### src/hdl/mpcm_pkg.sv
// shared types, constants and helpers for the caseless multi-pattern matcher
// no dependencies; imported by every module of the block
package mpcm_pkg;

  localparam int NUM_ENTRIES = 16;
  localparam int PAT_BYTES   = 32;
  localparam int IDX_W       = 4;
  localparam int POS_W       = 5;
  localparam int LEN_W       = 6;
  localparam int LVL_W       = 3;
  localparam int TYP_W       = 4;
  localparam int ID_W        = 16;
  localparam int OFF_W       = 20;
  localparam int CNT_W       = OFF_W + 1;

  // command codes on the input channel
  localparam logic [1:0] CMD_WR_BYTE = 2'd0;
  localparam logic [1:0] CMD_WR_ATTR = 2'd1;
  localparam logic [1:0] CMD_SCAN    = 2'd2;

  // configuration register indexes
  localparam logic CFG_ACTIVE   = 1'b0;
  localparam logic CFG_CRITICAL = 1'b1;

  localparam logic [LEN_W-1:0] MAX_LEN = LEN_W'(PAT_BYTES);

  typedef enum logic [1:0] {
    OP_BYTE,
    OP_ATTR,
    OP_SCAN
  } op_t;

  // classified item as it travels from front to back
  typedef struct packed {
    op_t              op;
    logic [IDX_W-1:0] idx;
    logic [POS_W-1:0] pos;
    logic [7:0]       data;
    logic [LEN_W-1:0] len;
    logic [LVL_W-1:0] lvl;
    logic [TYP_W-1:0] typ;
    logic [ID_W-1:0]  id;
    logic             last;
  } item_t;

  // picture of the table and match record taken at the end of a scan
  typedef struct packed {
    logic [NUM_ENTRIES-1:0]            mask;
    logic [NUM_ENTRIES-1:0][LVL_W-1:0] lvl;
    logic [NUM_ENTRIES-1:0][TYP_W-1:0] typ;
    logic [NUM_ENTRIES-1:0][ID_W-1:0]  id;
    logic [NUM_ENTRIES-1:0][LEN_W-1:0] len;
    logic [NUM_ENTRIES-1:0][OFF_W-1:0] start;
  } snap_t;

  typedef struct packed {
    logic             detected;
    logic [LVL_W-1:0] level;
    logic [TYP_W-1:0] typ;
    logic [ID_W-1:0]  id;
    logic [OFF_W-1:0] offset;
    logic [LEN_W-1:0] len;
  } result_t;

  // only A-Z fold to lower case
  function automatic logic [7:0] fold(input logic [7:0] c);
    fold = (c >= 8'h41 && c <= 8'h5A) ? c + 8'd32 : c;
  endfunction

endpackage

### src/hdl/mpcm_front.sv
// front end: decodes and folds incoming items and holds them in a short queue
// depends on mpcm_pkg
module mpcm_front import mpcm_pkg::*; (
  input  logic                clk,
  input  logic                rst_n,
  input  logic                push,
  output logic                full,
  input  logic [1:0]          cmd,
  input  logic [IDX_W-1:0]    pattern_index,
  input  logic [POS_W-1:0]    byte_position,
  input  logic [7:0]          data_byte,
  input  logic [LEN_W-1:0]    pattern_length,
  input  logic [LVL_W-1:0]    threat_level,
  input  logic [TYP_W-1:0]    threat_type,
  input  logic [ID_W-1:0]     sig_id,
  input  logic                last,
  output logic                head_valid,
  output item_t               head,
  input  logic                head_pop
);

  localparam int QD = 4;

  item_t        q_r [QD];
  logic [1:0]   wp_r, wp_nxt, rp_r, rp_nxt;
  logic [2:0]   cnt_r, cnt_nxt;
  item_t        cls;
  logic         keep;
  logic         wr;

  // classify the incoming item
  always_comb begin
    cls      = '0;
    keep     = 1'b1;
    cls.idx  = pattern_index;
    cls.pos  = byte_position;
    cls.data = fold(data_byte);
    cls.len  = (pattern_length > MAX_LEN) ? MAX_LEN : pattern_length;
    cls.lvl  = threat_level;
    cls.typ  = threat_type;
    cls.id   = sig_id;
    cls.last = last;
    case (cmd)
      CMD_WR_BYTE: cls.op = OP_BYTE;
      CMD_WR_ATTR: cls.op = OP_ATTR;
      CMD_SCAN:    cls.op = OP_SCAN;
      default: begin
        cls.op = OP_SCAN;
        keep   = 1'b0;
      end
    endcase
  end

  assign full       = (cnt_r == 3'(QD));
  assign wr         = push && !full && keep;
  assign head_valid = (cnt_r != 3'd0);
  assign head       = q_r[rp_r];

  // queue pointers
  always_comb begin
    wp_nxt  = wp_r + 2'(wr);
    rp_nxt  = rp_r + 2'(head_pop);
    cnt_nxt = cnt_r + 3'(wr) - 3'(head_pop);
  end

  always_ff @(posedge clk) begin
    if (!rst_n) begin
      wp_r  <= '0;
      rp_r  <= '0;
      cnt_r <= '0;
    end else begin
      wp_r  <= wp_nxt;
      rp_r  <= rp_nxt;
      cnt_r <= cnt_nxt;
    end
  end

  always_ff @(posedge clk) begin
    if (wr) begin
      q_r[wp_r] <= cls;
    end
  end

endmodule

### config.mk
export PLATFORM = sky130hd
export DESIGN_NAME = mpcm_front
export DESIGN_NICKNAME = d
export VERILOG_FILES = /design/src/hdl/mpcm_pkg.sv /design/src/hdl/mpcm_front.sv
export SDC_FILE = /design/constraint.sdc
export NUM_CORES = 1
export LEC_CHECK = 0
export BUFFER_PORTS_ARGS = -buffer_cell sky130_fd_sc_hd__buf_2
export CAP_MARGIN = 20
export CORE_ASPECT_RATIO = 0.6
export CORE_MARGIN = 8
export CORE_UTILIZATION = 44
export DETAILED_ROUTE_END_ITERATION = 10
export PLACE_DENSITY_LB_ADDON = 0.15
export SYNTH_ARGS = -nofsm -noshare
export SYNTH_HDL_FRONTEND = slang
export SYNTH_SLANG_ARGS = --single-unit
### constraint.sdc
create_clock -name clk -period 6.5 [get_ports clk]
set_clock_uncertainty 0.1 [all_clocks]
set_input_delay 0.975 -clock clk [delete_from_list [all_inputs] [get_ports clk]]
set_output_delay 0.975 -clock clk [all_outputs]
set_load 0.02 [all_outputs]
==> results.ini, run 1 <==
[outcome]
status=finished clean

[critical_path]
worstPathRequired_ns=5.42
worstSetupStartpoint=rp_r[1]
path_max_fanout=28
r2r_start=cnt_r[2]
worstSetupStartpointType=register
worstPathCellList=buf_4 -> mux4_2 -> buf_2
worstReg2RegEnd=cnt_r[2]
r2r_setup_slack_ns=4.10
cp_slowest_cell=dfxtp_2
crit_path_end_kind=primary output
path_class=reg -> out
worstPathArrival_ns=2.33
cpPeakStageDelay_ns=0.74
r2r_cells=10

[sta]
final.min_clock_period_ns=3.41
worst_slew_pin_slew_ns=0.786
rsz0062_at_grt=false
fmax_ghz=0.293
whs_ns=0.512
relSlewSlack_pct=46.9
hold_viol=0
setup_tns_ns=0
fin_crit_sh_pct=52.4
setup_viol=0
slew_viol_final=0

[logic_synthesis]
synth_area_leader_cell=edfxtp_1
async_flop_share_pct=0
synth_area_sq_um=7580
yosysSeqAreaShare_pct=79.5
synth_seq_cells=203
syn_avg_cell_area_sq_um=24.2
yosysWarningCount=0
yosysMostFrequentCell=edfxtp_1
synth_area_leaders=edfxtp_1 78%, mux4_2 14%, dfxtp_1 1.8%, ha_1 0.83%, mux4_1 0.69%
ys_types=27
synthesis.nets=372
yosys-top-cells-count=196 x edfxtp_1, 47 x mux4_2, 7 x dfxtp_1, 7 x nor2b_1
yosysTopAreaCellShare_pct=77.7
syn-instance-count=313
ys.flop_type=edfxtp_1
synth-edff-count=196

[layout]
stdcell_count=676
n_antenna_cell=0
fin_area_sq_um=8910
drive_above_1_share_pct=42.1
layout.nets=488
areaGrowthSynthToFinish_pct=17.6
utilization_pct=52.4

[global_route]
first_global_vias=3736
antenna_found_initial=0
grt.total_usage_pct=12.6
grt_pass1_wl_um=21200
grt_overflow_total=0
grt_max_degree=51

[detailed_routing]
drt.antenna.violating_nets=0
wire_per_inst_um=20.3
drt-total-wl_um=13700
drt_iter0_markers=138
drtPass1Iterations=5
drc=0
num_vias=3435
vias_per_cell=5.08

[placement]
io_buffers=103
dp_hpwl_um=7910
placed_area_sq_um=8340
gp_congestion=0.692
dp_cells=641

[floorplanning]
dieArea_sq_um=21800
row_count=37
coreArea_sq_um=17000
fp.dieW_um=185
die_h_um=118
ios=104
start_util_pct=44.6

[flow_run]
max_cap_viol_count=0

[clock_network]
htree_levels=1
post_cts_resized=0
clk_latency_ns=0.47
hold_buffers=0
clkTransAtPathRegs_ns=0.06
cts_tree=done
root_buffer=clkbuf_16
cts_setup_buffers=0
clock_sinks=203
clock_path_buffers=3
cts_made_buffers=19

[worst_hold_path]
hold_class=reg -> reg
whs_path_depth=2
worstHoldEndpoint=cnt_r[0]
worstHoldStart=cnt_r[0]

[power_and_ir_drop]
p_leak_uw=0.00301
ir_worst_vdd_v=0.000204
power_per_cell_area_nw_per_um2=333

[through the flow]
| step | power [uW] | worst slack, ns |
|---|---|---|
| final | 2970 | 3.09 |
| after global placement | 2020 | 3.48 |
| after CTS | 3010 | 2.96 |
| after floorplan | 1880 | 1.04 |
| after detailed placement | 2030 | 3.48 |
| after global routing | 3090 | 2.99 |
[worst max-delay path, delay by kind of cell (launching register included)]
family | cells | cell delay [ns]
mux | 1 | 0.41
flops | 1 | 0.74
buf+inv | 2 | 0.67
[worst max path at each step]
stage	end	cells past startpoint	slack, ns
after floorplan	q_r[1][0]	3	1.04
after global placement	head[1]	2	3.48
after detailed placement	head[32]	2	3.48
after CTS	head[1]	2	2.96
after global routing	head[46]	3	2.99
final	head[25]	3	3.09
[routing by layer]
| metal | vias to the layer above | track usage (%) | part of all wire, % |
|---|---|---|---|
| met2 | 96 | 19.9 | 46 |
| met4 | 0 | 2.94 | 1.8 |
| li1 | 1547 | - | - |
| met3 | 21 | 4.01 | 7.2 |
| met1 | 1771 | 16.7 | 45 |
| met5 | - | 0 | 0 |
[area by class of cell]
class	instances	area, sq um
fillers	1373	8080
flip-flops and latches	203	6030
multi-input cells	90	1440
repair buffers	109	581
clock buffers	25	498
well taps	234	293
clock inverters	9	46.3
inverters	6	22.5
[registers in the layout, indices dropped and copies added (netlist names)]
name,flops
q_r,196
cnt_r,3
rp_r,2
wp_r,2
[power breakdown]
group / leakage [uW] / total [uW] / internal (uW) / switching (uW)
combinational: 0.000893 / 414 / 169 / 245
sequential: 0.00185 / 1580 / 1540 / 34.5
clock: 0.000264 / 979 / 542 / 437
[cells in the final DEF, fill, tap and decap left out, types with 3 or more instances in the layout]
cell type / instances
inv_1: 6
clkbuf_16: 19
nor2b_1: 7
dfxtp_1: 5
edfxtp_1: 196
clkbuf_1: 6
and2_1: 6
ha_1: 5
buf_4: 5
buf_2: 103
mux4_2: 47
nand2_1: 3
clkinv_1: 4
clkinv_2: 3
[kinds of logic after synthesis]
| group | count (synthesis) | synth area share [%] |
|---|---|---|
| AOI/OAI and AO/OA | 4 | 0.413 |
| adders and majority gates | 6 | 1.09 |
| buffers and inverters | 20 | 1.70 |
| and+or+nand+nor | 27 | 2.13 |
| muxes | 49 | 14.7 |
| xor gates and xnor gates | 4 | 0.463 |
| DFF | 203 | 79.5 |
(Power assumes the default switching activity.)
==> run 2: changes to the inputs <==
Settings changed: ABC_AREA from default to 1.
Clock period 6.5 ns to 3.2 ns, I/O delays scaled along.
==> run 2 against run 1 <==
Net effect: cell area up 4.0%; highest routed layer unchanged; first-iteration DRC count rose to 2.6 times the previous value; flip-flop and latch count unchanged; critical endpoint is now head[24]; final cell count up 35%; clock-buffer cell count up 2; via count up 39%; utilization down 0.32 points; combinational power rose to 2.6 times the previous value; non-clock buffer count up 4.
==> results.ini, run 2 <==
[floorplanning]
dieArea_sq_um=22500  ; +3.3%
fp.dieW_um=189  ; +1.7%
die_h_um=120  ; +1.6%
coreArea_sq_um=17800  ; +4.7%
ios=104  ; unchanged
row_count=38  ; +2.7%
start_util_pct=44.2  ; -0.40 points

[detailed_routing]
drtPass1Iterations=5  ; unchanged
drt.antenna.violating_nets=0  ; unchanged
drt_iter0_markers=360  ; +160%
vias_per_cell=5.24  ; +3.1%
drc=0  ; unchanged
wire_per_inst_um=18.6  ; -8.2%
drt-total-wl_um=17000  ; +24%
num_vias=4778  ; +39%

[placement]
io_buffers=103  ; unchanged
dp_hpwl_um=9770  ; +23%
gp_congestion=0.748  ; +8.0%
placed_area_sq_um=8640  ; +3.6%

[critical_path]
critPathTopFamily=buffers and inverters
r2r_setup_slack_ns=1.09  ; -3.01 ns
worstPathRequired_ns=2.62  ; -2.80 ns
worstReg2RegEnd=cnt_r[2]
crit_buf_inv=3  ; +1
worstSetupStartpointType=register
cp_slowest_cell=dfxtp_4
worstPathCellList=inv_6 -> buf_4 -> o21ai_0 -> o22ai_1 -> buf_2
worstPathArrival_ns=2.05  ; -0.28 ns
cpPeakStageDelay_ns=0.36  ; -0.38 ns
r2r_cells=10  ; unchanged
path_max_fanout=68  ; +140%
crit_path_end_kind=primary output
path_class=reg -> out
r2r_start=cnt_r[1]
worstSetupStartpoint=rp_r[0]

[layout]
n_antenna_cell=0  ; unchanged
final_cell_mix=196 x edfxtp_1, 104 x nor2_1, 103 x buf_2
areaGrowthSynthToFinish_pct=17.9
final_common_cell=edfxtp_1
reg_top3=q_r (196), cnt_r (3)
largest_reg_flops=196  ; unchanged
layout.nets=717  ; +47%
drive_above_1_share_pct=25.1  ; -17 points
regMostFlops=q_r
fin_area_sq_um=9270  ; +4.0%

[clock_network]
clock_path_buffers=3  ; unchanged
cts_tree=done
clock_sinks=203  ; unchanged
root_buffer=clkbuf_16
clk_latency_ns=0.48  ; about the same
post_cts_resized=0  ; unchanged
hold_buffers=0  ; unchanged
cts_made_buffers=21  ; +2
cts_setup_buffers=0  ; unchanged
htree_levels=1  ; unchanged
clkTransAtPathRegs_ns=0.06  ; about the same

[logic_synthesis]
synth_area_leader_cell=edfxtp_1
yosysTopAreaCellShare_pct=74.9  ; -2.8 points
synth_seq_cells=203  ; unchanged
syn_avg_cell_area_sq_um=14.2  ; -41%
syn-instance-count=555  ; +77%
yosysMostFrequentCell=edfxtp_1
ys.flop_type=edfxtp_1
yosys-top-cells-count=196 x edfxtp_1, 104 x nor2_1, 96 x o21ai_0
synth_area_leaders=edfxtp_1 75%, o21ai_0 6.1%, nor2_1 5.0%, o22ai_1 3.1%, dfxtp_1 1.8%
async_flop_share_pct=0  ; unchanged
synth-edff-count=196  ; unchanged
synthesis.nets=614  ; +65%
synth_area_sq_um=7860  ; +3.7%
ys_types=27  ; unchanged
yosysWarningCount=0  ; unchanged
yosysSeqAreaShare_pct=76.7  ; -2.9 points

[global_route]
grt.total_usage_pct=14.9  ; +2.3 points
grt_max_degree=100  ; +96%
antenna_found_initial=0  ; unchanged
first_global_vias=4904  ; +31%
grt_pass1_wl_um=27000  ; +27%
grt_overflow_total=0  ; unchanged

[worst_hold_path]
worstHoldStart=threat_level[2]
worstHoldEndpoint=q_r[0][23]
hold_class=in -> reg
whs_path_depth=1  ; -1

[sta]
whs_ns=0.113  ; -0.400 ns
relSlewSlack_pct=64.7  ; +18 points
worst_slew_pin_slew_ns=0.530  ; -0.256 ns
rsz0062_at_grt=false
fin_crit_sh_pct=82.1
setup_viol=0  ; unchanged
slew_viol_final=0  ; unchanged
hold_viol=0  ; unchanged
fmax_ghz=0.381
final.min_clock_period_ns=2.63

[power_and_ir_drop]
p_int_uw=4770  ; +110%
pwr-share-clk_pct=34.3  ; +1.3 points
p_sw_uw=1750  ; +140%
p_leak_uw=0.00328  ; +9.2%
ir_worst_vdd_v=0.000359  ; +76%
power_per_cell_area_nw_per_um2=703  ; +110%
power.share.sequential_pct=49.4  ; -3.7 points
pwr-share-comb_pct=16.3  ; +2.4 points
p_sw_share_pct=26.8  ; +2.6 points

[outcome]
status=finished clean

[flow_run]
max_cap_viol_count=0  ; unchanged

run 2: cell count changes after synthesis, sizes merged, moves of 6 or more:
cell	before	now
and2	6	0
buf	8	22
inv	6	21
mux4	49	0
nand2	3	14
nor2	2	114
nor2b	7	0
o21ai	0	98
o22ai	0	49
run 2: logic make-up after synthesis:
family	count (synthesis)	share of synthesized area, %
AND/OR/NAND/NOR	140	7.24
buffers and inverters	54	3.57
adder cells (fa/ha/maj)	6	1.05
XOR/XNOR	3	0.334
flip-flops	203	76.7
AO/OA/AOI/OAI	149	11.1
run 2: worst reg2reg max path, stage by stage, from the launching register on:
cell,delay [ns]
dfxtp_1,0.42
inv_1,0.06
nand3_1,0.09
nand3_1,0.24
ha_1,0.36
inv_1,0.06
ha_1,0.12
inv_1,0.04
fa_1,0.37
nor2_1,0.11
nor2_1,0.05
run 2: worst max-delay path by stage:
stage	endpoint	slack, ns	cells after the start
finish	head[24]	0.57	5
global route	head[24]	0.37	5
CTS	head[24]	0.51	5
detailed placement	cnt_r[2]	0.95	10
global placement	cnt_r[2]	0.96	10
floorplan	q_r[0][0]	-1.48	3
run 2: area by class of cell:
cell class / instances / area, sq um
fillers: 1505 / 8520
inverters: 21 / 83.8
multi-input cells: 298 / 1570
flip-flops and latches: 203 / 6030
clock inverters: 10 / 77.6
clock buffers: 27 / 548
well taps: 240 / 300
repair buffers: 113 / 653
run 2: per-stage QoR:
stage | setup slack [ns] | power [uW] | setup TNS, ns | utilization (%) | std cells
finish | 0.574 | 6520 | 0 | 52.1 | 912
CTS | 0.511 | 6610 | 0 | 52.1 | 912
detailed placement | 0.949 | 4360 | 0 | 48.6 | 875
global placement | 0.963 | 4340 | 0 | 48.6 | 875
floorplan | -1.48 | 3960 | -290.13 | - | 555
global route | 0.366 | 6820 | 0 | 52.1 | 912
run 2: power groups by stage:
stage	Sequential (uW)	Clock, uW	Combinational (uW)
after global routing	3240	2410	1170
after CTS	3220	2300	1090
final	3220	2240	1060
after detailed placement	3280	0	1080
after global placement	3270	0	1070
after floorplan	3290	0	676
run 2: routing by layer:
layer / GRT usage, % / vias to the layer above / wire length [um]
li1: - / 2262 / -
met1: 20.8 / 2375 / 8130
met2: 23.6 / 121 / 7610
met3: 3.56 / 20 / 993
met4: 2.97 / 0 / 250
met5: 0 / - / 0
