`src/hdl/mpcm_pkg.sv`:
```
// shared types, constants and helpers for the caseless multi-pattern matcher
// no dependencies; imported by every module of the block
package mpcm_pkg;

  localparam int NUM_ENTRIES = 16;
  localparam int PAT_BYTES   = 32;
  localparam int IDX_W       = 4;
  localparam int POS_W       = 5;
  localparam int LEN_W       = 6;
  localparam int LVL_W       = 3;
  localparam int TYP_W       = 4;
  localparam int ID_W        = 16;
  localparam int OFF_W       = 20;
  localparam int CNT_W       = OFF_W + 1;

  // command codes on the input channel
  localparam logic [1:0] CMD_WR_BYTE = 2'd0;
  localparam logic [1:0] CMD_WR_ATTR = 2'd1;
  localparam logic [1:0] CMD_SCAN    = 2'd2;

  // configuration register indexes
  localparam logic CFG_ACTIVE   = 1'b0;
  localparam logic CFG_CRITICAL = 1'b1;

  localparam logic [LEN_W-1:0] MAX_LEN = LEN_W'(PAT_BYTES);

  typedef enum logic [1:0] {
    OP_BYTE,
    OP_ATTR,
    OP_SCAN
  } op_t;

  // classified item as it travels from front to back
  typedef struct packed {
    op_t              op;
    logic [IDX_W-1:0] idx;
    logic [POS_W-1:0] pos;
    logic [7:0]       data;
    logic [LEN_W-1:0] len;
    logic [LVL_W-1:0] lvl;
    logic [TYP_W-1:0] typ;
    logic [ID_W-1:0]  id;
    logic             last;
  } item_t;

  // picture of the table and match record taken at the end of a scan
  typedef struct packed {
    logic [NUM_ENTRIES-1:0]            mask;
    logic [NUM_ENTRIES-1:0][LVL_W-1:0] lvl;
    logic [NUM_ENTRIES-1:0][TYP_W-1:0] typ;
    logic [NUM_ENTRIES-1:0][ID_W-1:0]  id;
    logic [NUM_ENTRIES-1:0][LEN_W-1:0] len;
    logic [NUM_ENTRIES-1:0][OFF_W-1:0] start;
  } snap_t;

  typedef struct packed {
    logic             detected;
    logic [LVL_W-1:0] level;
    logic [TYP_W-1:0] typ;
    logic [ID_W-1:0]  id;
    logic [OFF_W-1:0] offset;
    logic [LEN_W-1:0] len;
  } result_t;

  // only A-Z fold to lower case
  function automatic logic [7:0] fold(input logic [7:0] c);
    fold = (c >= 8'h41 && c <= 8'h5A) ? c + 8'd32 : c;
  endfunction

endpackage

```
`src/hdl/mpcm_report.sv`:
```
// report stage: picks the winning entry and queues the result items
// depends on mpcm_pkg; fed by mpcm_match
module mpcm_report import mpcm_pkg::*; (
  input  logic             clk,
  input  logic             rst_n,
  input  logic             snap_push,
  input  snap_t            snap,
  output logic             rep_free,
  input  logic [LVL_W-1:0] critical,
  output logic             empty,
  input  logic             pop,
  output result_t          res
);

  snap_t            snap_r;
  logic             sv_r, sv_nxt;
  result_t          oq_r [2];
  logic             wp_r, rp_r;
  logic [1:0]       cnt_r, cnt_nxt;
  logic             ofull, opush, opop;
  logic [LVL_W-1:0] tl [5][NUM_ENTRIES];
  logic [IDX_W-1:0] ti [5][NUM_ENTRIES];
  logic [IDX_W-1:0] crit_idx, win;
  logic             crit_hit;
  result_t          r;

  assign ofull    = (cnt_r == 2'd2);
  assign opush    = sv_r && !ofull;
  assign opop     = pop && !empty;
  assign rep_free = !sv_r || !ofull;
  assign empty    = (cnt_r == 2'd0);
  assign res      = oq_r[rp_r];

  // first matched entry at or above the critical level wins outright
  always_comb begin
    crit_hit = 1'b0;
    crit_idx = '0;
    for (int e = NUM_ENTRIES - 1; e >= 0; e--) begin
      if (snap_r.mask[e] && snap_r.lvl[e] >= critical) begin
        crit_hit = 1'b1;
        crit_idx = IDX_W'(e);
      end
    end
  end

  // otherwise highest level, lowest index on ties
  always_comb begin
    for (int e = 0; e < NUM_ENTRIES; e++) begin
      tl[0][e] = snap_r.mask[e] ? snap_r.lvl[e] : '0;
      ti[0][e] = IDX_W'(e);
    end
    for (int s = 1; s < 5; s++) begin
      for (int n = 0; n < NUM_ENTRIES; n++) begin
        tl[s][n] = '0;
        ti[s][n] = '0;
      end
      for (int n = 0; n < (NUM_ENTRIES >> s); n++) begin
        if (tl[s-1][2*n+1] > tl[s-1][2*n]) begin
          tl[s][n] = tl[s-1][2*n+1];
          ti[s][n] = ti[s-1][2*n+1];
        end else begin
          tl[s][n] = tl[s-1][2*n];
          ti[s][n] = ti[s-1][2*n];
        end
      end
    end
    win = crit_hit ? crit_idx : ti[4][0];
  end

  always_comb begin
    r = '0;
    if (snap_r.mask != '0) begin
      r.detected = 1'b1;
      r.level    = snap_r.lvl[win];
      r.typ      = snap_r.typ[win];
      r.id       = snap_r.id[win];
      r.offset   = snap_r.start[win];
      r.len      = snap_r.len[win];
    end
  end

  always_comb begin
    sv_nxt  = (sv_r && !opush) || snap_push;
    cnt_nxt = cnt_r + 2'(opush) - 2'(opop);
  end

  always_ff @(posedge clk) begin
    if (!rst_n) begin
      sv_r  <= 1'b0;
      wp_r  <= 1'b0;
      rp_r  <= 1'b0;
      cnt_r <= '0;
    end else begin
      sv_r  <= sv_nxt;
      wp_r  <= wp_r ^ opush;
      rp_r  <= rp_r ^ opop;
      cnt_r <= cnt_nxt;
    end
  end

  always_ff @(posedge clk) begin
    if (snap_push) begin
      snap_r <= snap;
    end
    if (opush) begin
      oq_r[wp_r] <= r;
    end
  end

endmodule

```
`config.mk`:
```
export PLATFORM = sky130hd
export DESIGN_NAME = mpcm_report
export DESIGN_NICKNAME = d
export VERILOG_FILES = /design/src/hdl/mpcm_pkg.sv /design/src/hdl/mpcm_report.sv
export SDC_FILE = /design/constraint.sdc
export NUM_CORES = 1
export LEC_CHECK = 0
export ABC_AREA = 1
export BUFFER_PORTS_ARGS = -buffer_cell sky130_fd_sc_hd__buf_2
export CAP_MARGIN = 15
export CORE_AREA = 2 2 337 339
export CTS_CLUSTER_DIAMETER = 50
export DETAILED_ROUTE_END_ITERATION = 10
export DIE_AREA = 0 0 339 341
export HOLD_SLACK_MARGIN = 0.02
export PLACE_DENSITY = 0.7
export SLEW_MARGIN = 20
export SYNTH_ARGS = -nofsm -noshare
export SYNTH_HDL_FRONTEND = slang
export SYNTH_SLANG_ARGS = --single-unit
```
`constraint.sdc`:
```
create_clock -name clk -period 5.53 [get_ports clk]
set_input_delay 0.8295 -clock clk [delete_from_list [all_inputs] [get_ports clk]]
set_output_delay 0.8295 -clock clk [all_outputs]
set_load 0.05 [all_outputs]
```
==> flow_summary.json, run 1 <==
{
  "cp_max_fo": 7,
  "drt_iter0_drc": 3701,
  "setup_viol": 98,
  "drc": 0,
  "post-route-period-util_pct": 114,
  "clock-root-buffer": "clkbuf_16",
  "cts_tree": "done",
  "pwr-share-seq_pct": 30.0,
  "drive_above_1_share_pct": 51.3,
  "h-tree-depth": 3,
  "syn-num-nets": 4234,
  "max_stage_delay_ns": 0.49,
  "gp_congestion": 0.949,
  "cp_num_cells": 36,
  "totalWireLength_um": 168000,
  "cellLeakagePower_uw": 0.0245,
  "place_area_um2": 48200,
  "hold_viol": 0,
  "syn_avg_cell_area_um2": 11.8,
  "grt_max_degree": 132,
  "grt_pass1_vias": 34200,
  "vdd_drop_max_mv": 0.768,
  "r2r-end": "oq_r[0][31]",
  "cap_violations": 0,
  "violations": "negative setup slack",
  "antenna_found_initial": 58,
  "clock_path_buffers": 3,
  "die_w_um": 339,
  "worstReg2RegStart": "snap_r[792]",
  "num-fill-cells": 8982,
  "wl_per_cell_um": 26.7,
  "critPathKind": "reg -> reg",
  "via_per_inst": 5.52,
  "grt_pass1_wl_um": 228000,
  "tightest_slew_ns": 0.951,
  "hold_path_end": "snap_r[449]",
  "clkLatencyLatePin_ns": 0.73,
  "start_util_pct": 35.3,
  "synth_simple_gate_area_share_pct": 19.3,
  "synth.cell_area_um2": 39400,
  "min_path_type": "in -> reg",
  "r2r_slack_ns": -0.77,
  "worst_slack_ns": -0.770,
  "swShare_pct": 37.3,
  "p_int_uw": 18200,
  "worst-path-buf-inv": 7,
  "arrival_ns": 6.75,
  "fin_worst_skew_ns": 0.0639,
  "critPathRequiredTime_ns": 5.98,
  "cts_buffers": 108,
  "reg2regPathDepth": 36,
  "final_max_slew_viol_count": 0,
  "cp-start-kind": "flop",
  "finalNonFillerCells": 6295,
  "status": "finished with violations",
  "synthAdderAreaFrac_pct": 3.08,
  "core-area_um2": 112000,
  "boundaryPins": 859,
  "power_density_nw_per_um2": 488,
  "cts.sinks": 906,
  "synth_top_family_by_area": "simple AND/OR/NAND/NOR gates",
  "finalNetCount": 5554,
  "slew_headroom_pct": 36.6,
  "syn-instance-count": 3330,
  "final_area_um2": 59400,
  "dr.pass1.iters": 7,
  "portBuffers": 858,
  "synth_mux_area_share_pct": 1.43,
  "grt_use_total_pct": 27.3,
  "crit_path_end_kind": "flop",
  "grt_overflow": 0,
  "clockPowerShare_pct": 25.7,
  "rsz0062_at_grt": "yes",
  "vias": 34700,
  "yosys_warnings": 0,
  "min-delay-start": "snap[449]",
  "place_inst": 5869,
  "crit_path_frequent_cell": "nand3_1",
  "clk_pin_slew_ns": 0.06,
  "critical_path.slowest_cell": "edfxtp_1",
  "die_h_um": 341,
  "synth_compound_area_share_pct": 3.18,
  "die-area_um2": 116000,
  "crit_family": "compound AO/OA/AOI/OAI gates",
  "core.rowCount": 123,
  "final_core_util_pct": 53.1,
  "syn_to_final_growth_pct": 50.7,
  "ant_nets": 0,
  "p_comb_share_pct": 44.3,
  "seq_area_frac_synth_pct": 68.8,
  "whs_path_depth": 1,
  "ys_types": 39,
  "fmax_mhz": 159,
  "synthXorXnorAreaFrac_pct": 0.0222,
  "hpwl_um": 110000,
  "ys_ff_latch": 906,
  "finalCriticalPeriod_ns": 6.30,
  "p_total_uw": 29000,
  "p_sw_uw": 10800
}
[through the flow]
| step | hold slack (ns) | setup WS (ns) | TNS (ns) |
|---|---|---|---|
| 6_report | 0.277 | -0.770 | -67.02 |
| 2_1_floorplan | 0.425 | 0.0485 | 0 |
| 3_5_place_dp | 0.443 | -1.32 | -111.60 |
| 5_1_grt | 0.239 | -0.951 | -84.51 |
| 4_1_cts | 0.218 | -0.459 | -36.05 |
| 3_3_place_gp | 0.436 | -1.11 | -90.51 |
[layer usage]
layer,track usage (%),part of all wire (%),up-vias
li1,-,-,14800
met1,30.7,33,16900
met2,46.3,49,2423
met3,5.58,9.8,634
met4,19.6,8.3,22
met5,0,0.087,-
[cell usage in the layout (no fill, tap or decap), types with 12 or more instances in the layout]
cell type / count
a21oi_1: 50
a21oi_2: 59
a21oi_4: 22
buf_12: 92
buf_16: 32
buf_2: 857
buf_4: 324
buf_6: 81
buf_8: 18
bufinv_16: 15
clkbuf_1: 18
clkbuf_16: 115
clkinv_1: 18
diode_2: 55
edfxtp_1: 900
ha_1: 61
ha_4: 29
inv_1: 82
inv_2: 24
mux2_2: 50
nand2_1: 493
nand2_2: 157
nand2_4: 42
nand3_1: 597
nand3_2: 262
nand3_4: 35
nor2_1: 34
nor2_2: 39
nor2_4: 58
o21ai_0: 12
o21ai_1: 25
o21ai_2: 16
o21ai_4: 16
[worst max-delay path by stage]
stage,startpoint,to,slack (ns)
final,snap_r[792],oq_r[0][31],-0.77
after global routing,snap_r[792],oq_r[0][31],-0.95
after CTS,snap_r[785],oq_r[1][43],-0.46
after detailed placement,snap_r[790],oq_r[0][25],-1.32
after global placement,snap_r[797],oq_r[0][25],-1.11
after floorplan,snap_r[797],oq_r[0][48],0.05
[power by group through the flow]
stage	sequential (µW)	combinational (µW)	clock, µW
2_1_floorplan	8650	4360	0
5_1_grt	8720	13400	7800
3_5_place_dp	8780	8070	0
6_report	8680	12800	7460
3_3_place_gp	8770	7990	0
4_1_cts	8660	11400	7520
[worst reg2reg max path: cells and delay by family (launching register included)]
kind	cells	cell delay [ns]
flip-flops	1	0.49
AND/OR/NAND/NOR	15	1.49
buffers and inverters	7	1.13
AO/OA/AOI/OAI	10	1.84
adder cells (fa/ha/maj)	4	1.14
[what timing repair did]
item / in CTS / in global routing
setup buffers: 111 / 48
resized for setup: 859 / 354
endpoints found under the hold margin: 0 / 0
pin swaps: 235 / 176
cloned: 38 / 9
hold buffers: 0 / 0
endpoints found under the setup margin: 98 / 98
[layout make-up]
type / count / area (µm²) / share of cell area [%]
antenna: 55 / 138 / 0.232
clock buffer: 127 / 2780 / 4.68
clock inverter: 73 / 991 / 1.67
inverter: 112 / 444 / 0.747
multi-input combinational: 2106 / 15100 / 25.4
sequential: 906 / 27100 / 45.7
tap: 1500 / 1880 / 3.16
timing repair buffer: 1416 / 11000 / 18.5
[synthesized netlist by cell type]
library cell  count  area, µm²
a21o_1            1       7.51
a21oi_1         131        656
o211ai_1          2       15.0
xnor2_1           1       8.76
a31o_2            1       8.76
nand3_1         892       4460
clkinv_1          2       7.51
nand2_4           1       11.3
o21ai_2           3       26.3
o221ai_1          1       8.76
a22oi_1           1       7.51
nand4_1           1       6.26
nand2_1         692       2600
nand3_2           2       20.0
nor3_1            1       5.00
dfxtp_1           6        120
nor2_1          131        492
buf_4            11       82.6
inv_1           104        390
a32oi_1           4       35.0
clkbuf_1         45        169
buf_6            35        394
o21ai_0          46        230
o21ai_1          20        100
inv_2             6       22.5
buf_2            88        440
a21boi_0          1       7.51
buf_8             1       15.0
ha_1             97       1210
a21boi_2          2       22.5
o21a_1            1       7.51
a221oi_2          1       15.0
nor4_1            4       25.0
a31oi_1          15       93.8
buf_1            28        105
edfxtp_1        900      27000
mux2_2           50        563
nand2_2           1       6.26
a31oi_2           1       12.5
[cell families after synthesis]
| family | after synthesis |
|---|---|
| AO/OA/AOI/OAI | 231 |
| buffers and inverters | 320 |
| XOR/XNOR | 1 |
| AND/OR/NAND/NOR | 1725 |
| flip-flops | 906 |
| multiplexers | 50 |
| adder cells (fa/ha/maj) | 97 |
[flip-flops by register name, indices dropped and copies added, names as in the netlist, named ones only]
name	flops
cnt_r	2
oq_r	100
rp_r	1
snap_r	800
sv_r	1
wp_r	1
Note: power is estimated with default switching activity, not from simulation.
==> run 2, diff against run 1 <==
ABC_AREA = default   (was 1)
BUFFER_PORTS_ARGS = -buffer_cell sky130_fd_sc_hd__buf_4   (was -buffer_cell sky130_fd_sc_hd__buf_2)
CORE_AREA = 2 2 338 340   (was 2 2 337 339)
DIE_AREA = 0 0 340 342   (was 0 0 339 341)
PLACE_DENSITY = 0.68   (was 0.7)
==> run 2 against run 1 <==
The run still ends with negative setup slack left. Cell area is 8.3% lower. Synthesized cell count is 36% lower. Sequential share of layout area is 4.1 points higher. First-iteration DRC count is 36% lower. Highest routed layer unchanged.
==> flow_summary.json, run 2 <==
{
  "status": "finished with violations",
  "violations": "negative setup slack",
  "slew_headroom_pct": 25.6,
  "cts.sinks": 906,
  "p_total_uw": 26500,
  "cp-start-kind": "flop",
  "antenna_found_initial": 18,
  "grt_pass1_wl_um": 177000,
  "synthArstFlopShare_pct": 0,
  "min-delay-start": "snap[237]",
  "totalWireLength_um": 131000,
  "core.rowCount": 124,
  "die_h_um": 342,
  "drt_iter0_drc": 2372,
  "die-area_um2": 116000,
  "synth_top_area_cell": "edfxtp_1",
  "place_ws_ns": -1.26,
  "ant_nets": 0,
  "seq_area_frac_synth_pct": 72.5,
  "syn-num-nets": 3038,
  "syn_to_final_growth_pct": 45.5,
  "cellLeakagePower_uw": 0.0211,
  "hold_path_end": "snap_r[237]",
  "syn_avg_cell_area_um2": 17.5,
  "final_area_um2": 54500,
  "final_common_cell": "buf_4",
  "synth.cell_area_um2": 37400,
  "vdd_drop_max_mv": 0.294,
  "syn-instance-count": 2134,
  "clock_path_buffers": 3,
  "yosys_warnings": 0,
  "finalCriticalPeriod_ns": 6.52,
  "portBuffers": 858,
  "final_max_slew_viol_count": 0,
  "grt_pass1_vias": 25800,
  "cts_buffers": 109,
  "fin_worst_skew_ns": 0.0750,
  "finalNetCount": 4307,
  "use_met2_pct": 37.6,
  "grt_most_used_layer": "met2",
  "yosys-top-cells-area": "edfxtp_1, mux4_2, ha_1",
  "clk_pin_slew_ns": 0.07,
  "gp_congestion": 0.917,
  "cap_violations": 0,
  "synth_top_area_share_pct": 72.2,
  "clkLatencyLatePin_ns": 0.72,
  "synth.top_cells.by_count": "edfxtp_1, mux2i_1, ha_1",
  "synth_edf_count": 900,
  "num-fill-cells": 9493,
  "vias": 25500,
  "start_util_pct": 33.1,
  "core-area_um2": 113000,
  "grtUsageMet3_pct": 3.91,
  "rsz0062_at_grt": "yes",
  "worstReg2RegStart": "snap_r[797]",
  "die_w_um": 340,
  "largest-register": "snap_r",
  "met1_usage_pct": 25.5,
  "setup_viol": 98,
  "hold_viol": 0,
  "max_stage_delay_ns": 0.55,
  "via_per_inst": 5.07,
  "place_inst": 4701,
  "wl_per_cell_um": 26.0,
  "whs_path_depth": 1,
  "grt_max_degree": 121,
  "dr.pass1.iters": 5,
  "finalNonFillerCells": 5020,
  "critPathRequiredTime_ns": 5.97,
  "cp_max_fo": 7,
  "largest_reg_flops": 800,
  "grt_use_total_pct": 21.2,
  "drive_above_1_share_pct": 50.8,
  "fmax_mhz": 153,
  "arrival_ns": 6.96,
  "setup_tns_ns": -84.38,
  "reg_top3": "snap_r: 800 flops, oq_r: 100 flops, cnt_r: 2 flops",
  "ys_types": 57,
  "place_area_um2": 48200,
  "grt_overflow": 0,
  "layout_common_cells": "buf_4, edfxtp_1, clkbuf_16",
  "cts_tree": "done",
  "crit_path_end_kind": "flop",
  "power_density_nw_per_um2": 486,
  "synth.most_common_cell": "edfxtp_1",
  "r2r_slack_ns": -0.99,
  "reg2regPathDepth": 28,
  "min_path_type": "in -> reg",
  "post-route-period-util_pct": 118,
  "tightest_slew_ns": 1.12,
  "clock-root-buffer": "clkbuf_16",
  "ys_ff_latch": 906,
  "critical_path.slowest_cell": "mux4_2",
  "hpwl_um": 93100,
  "synthFlopType": "edfxtp_1",
  "critPathKind": "reg -> reg",
  "h-tree-depth": 3,
  "boundaryPins": 859,
  "worst_slack_ns": -0.988,
  "r2r-end": "oq_r[1][21]",
  "drc": 0
}
-- run 2: how the worst max path moves through the flow --
stage	from	end	slack, ns
3_3_place_gp	snap_r[785]	oq_r[1][43]	-1.09
5_1_grt	snap_r[787]	oq_r[1][47]	-1.23
2_1_floorplan	snap_r[797]	oq_r[0][31]	-0.29
4_1_cts	snap_r[797]	oq_r[1][9]	-0.93
3_5_place_dp	snap_r[785]	oq_r[1][43]	-1.26
6_report	snap_r[797]	oq_r[1][21]	-0.99
-- run 2: through the flow --
step / util (%) / hold slack (ns)
finish: 48.2 / 0.277
floorplan: - / 0.504
detailed placement: 42.6 / 0.533
global route: 48.2 / 0.235
CTS: 47.1 / 0.221
global placement: 42.6 / 0.517
-- run 2: critical path: cells and delay by family, from the launching register on --
| kind | cells | cell delay [ns] |
|---|---|---|
| and+or+nand+nor | 7 | 1.10 |
| AOI/OAI and AO/OA | 10 | 1.83 |
| buffers and inverters | 4 | 0.59 |
| adders and majority gates | 4 | 1.12 |
| muxes | 3 | 1.13 |
| DFF | 1 | 0.45 |
-- run 2: area by class of cell --
cell class | instances | area [µm²] | share of cell area (%)
Multi-Input combinational cell | 1072 | 10900 | 20.0
Timing Repair Buffer | 1258 | 10600 | 19.4
Clock buffer | 121 | 2770 | 5.09
Tap cell | 1512 | 1890 | 3.47
Clock inverter | 80 | 917 | 1.68
Antenna cell | 15 | 37.5 | 0.0689
Sequential cell | 906 | 27100 | 49.8
Inverter | 56 | 210 | 0.386
-- run 2: power by group --
part	switching (µW)	total, µW	internal (µW)
Combinational	5460	10500	5070
Sequential	272	8750	8470
Clock	3060	7190	4130
-- run 2: logic make-up after synthesis --
group | Yosys count | synth area share (%)
compound gates | 375 | 7.26
simple gates | 324 | 4.59
flops | 906 | 72.5
fa+ha+maj | 97 | 3.24
buf+inv | 158 | 1.86
mux | 271 | 10.5
xor+xnor | 3 | 0.0702
-- run 2: per-layer routing --
layer | vias to the layer above | wire length (µm)
met5 | - | 13
met4 | 2 | 4940
met3 | 219 | 8830
met2 | 1200 | 67600
met1 | 12800 | 49300
li1 | 11200 | -
-- run 2: repair_timing --
item                                    CTS  global route
gates cloned                             10             7
hold buffers                              0             0
endpoints found under the setup margin   98            98
setup buffers                            44            50
gates resized for setup                 170           141
pin swaps                                54            79
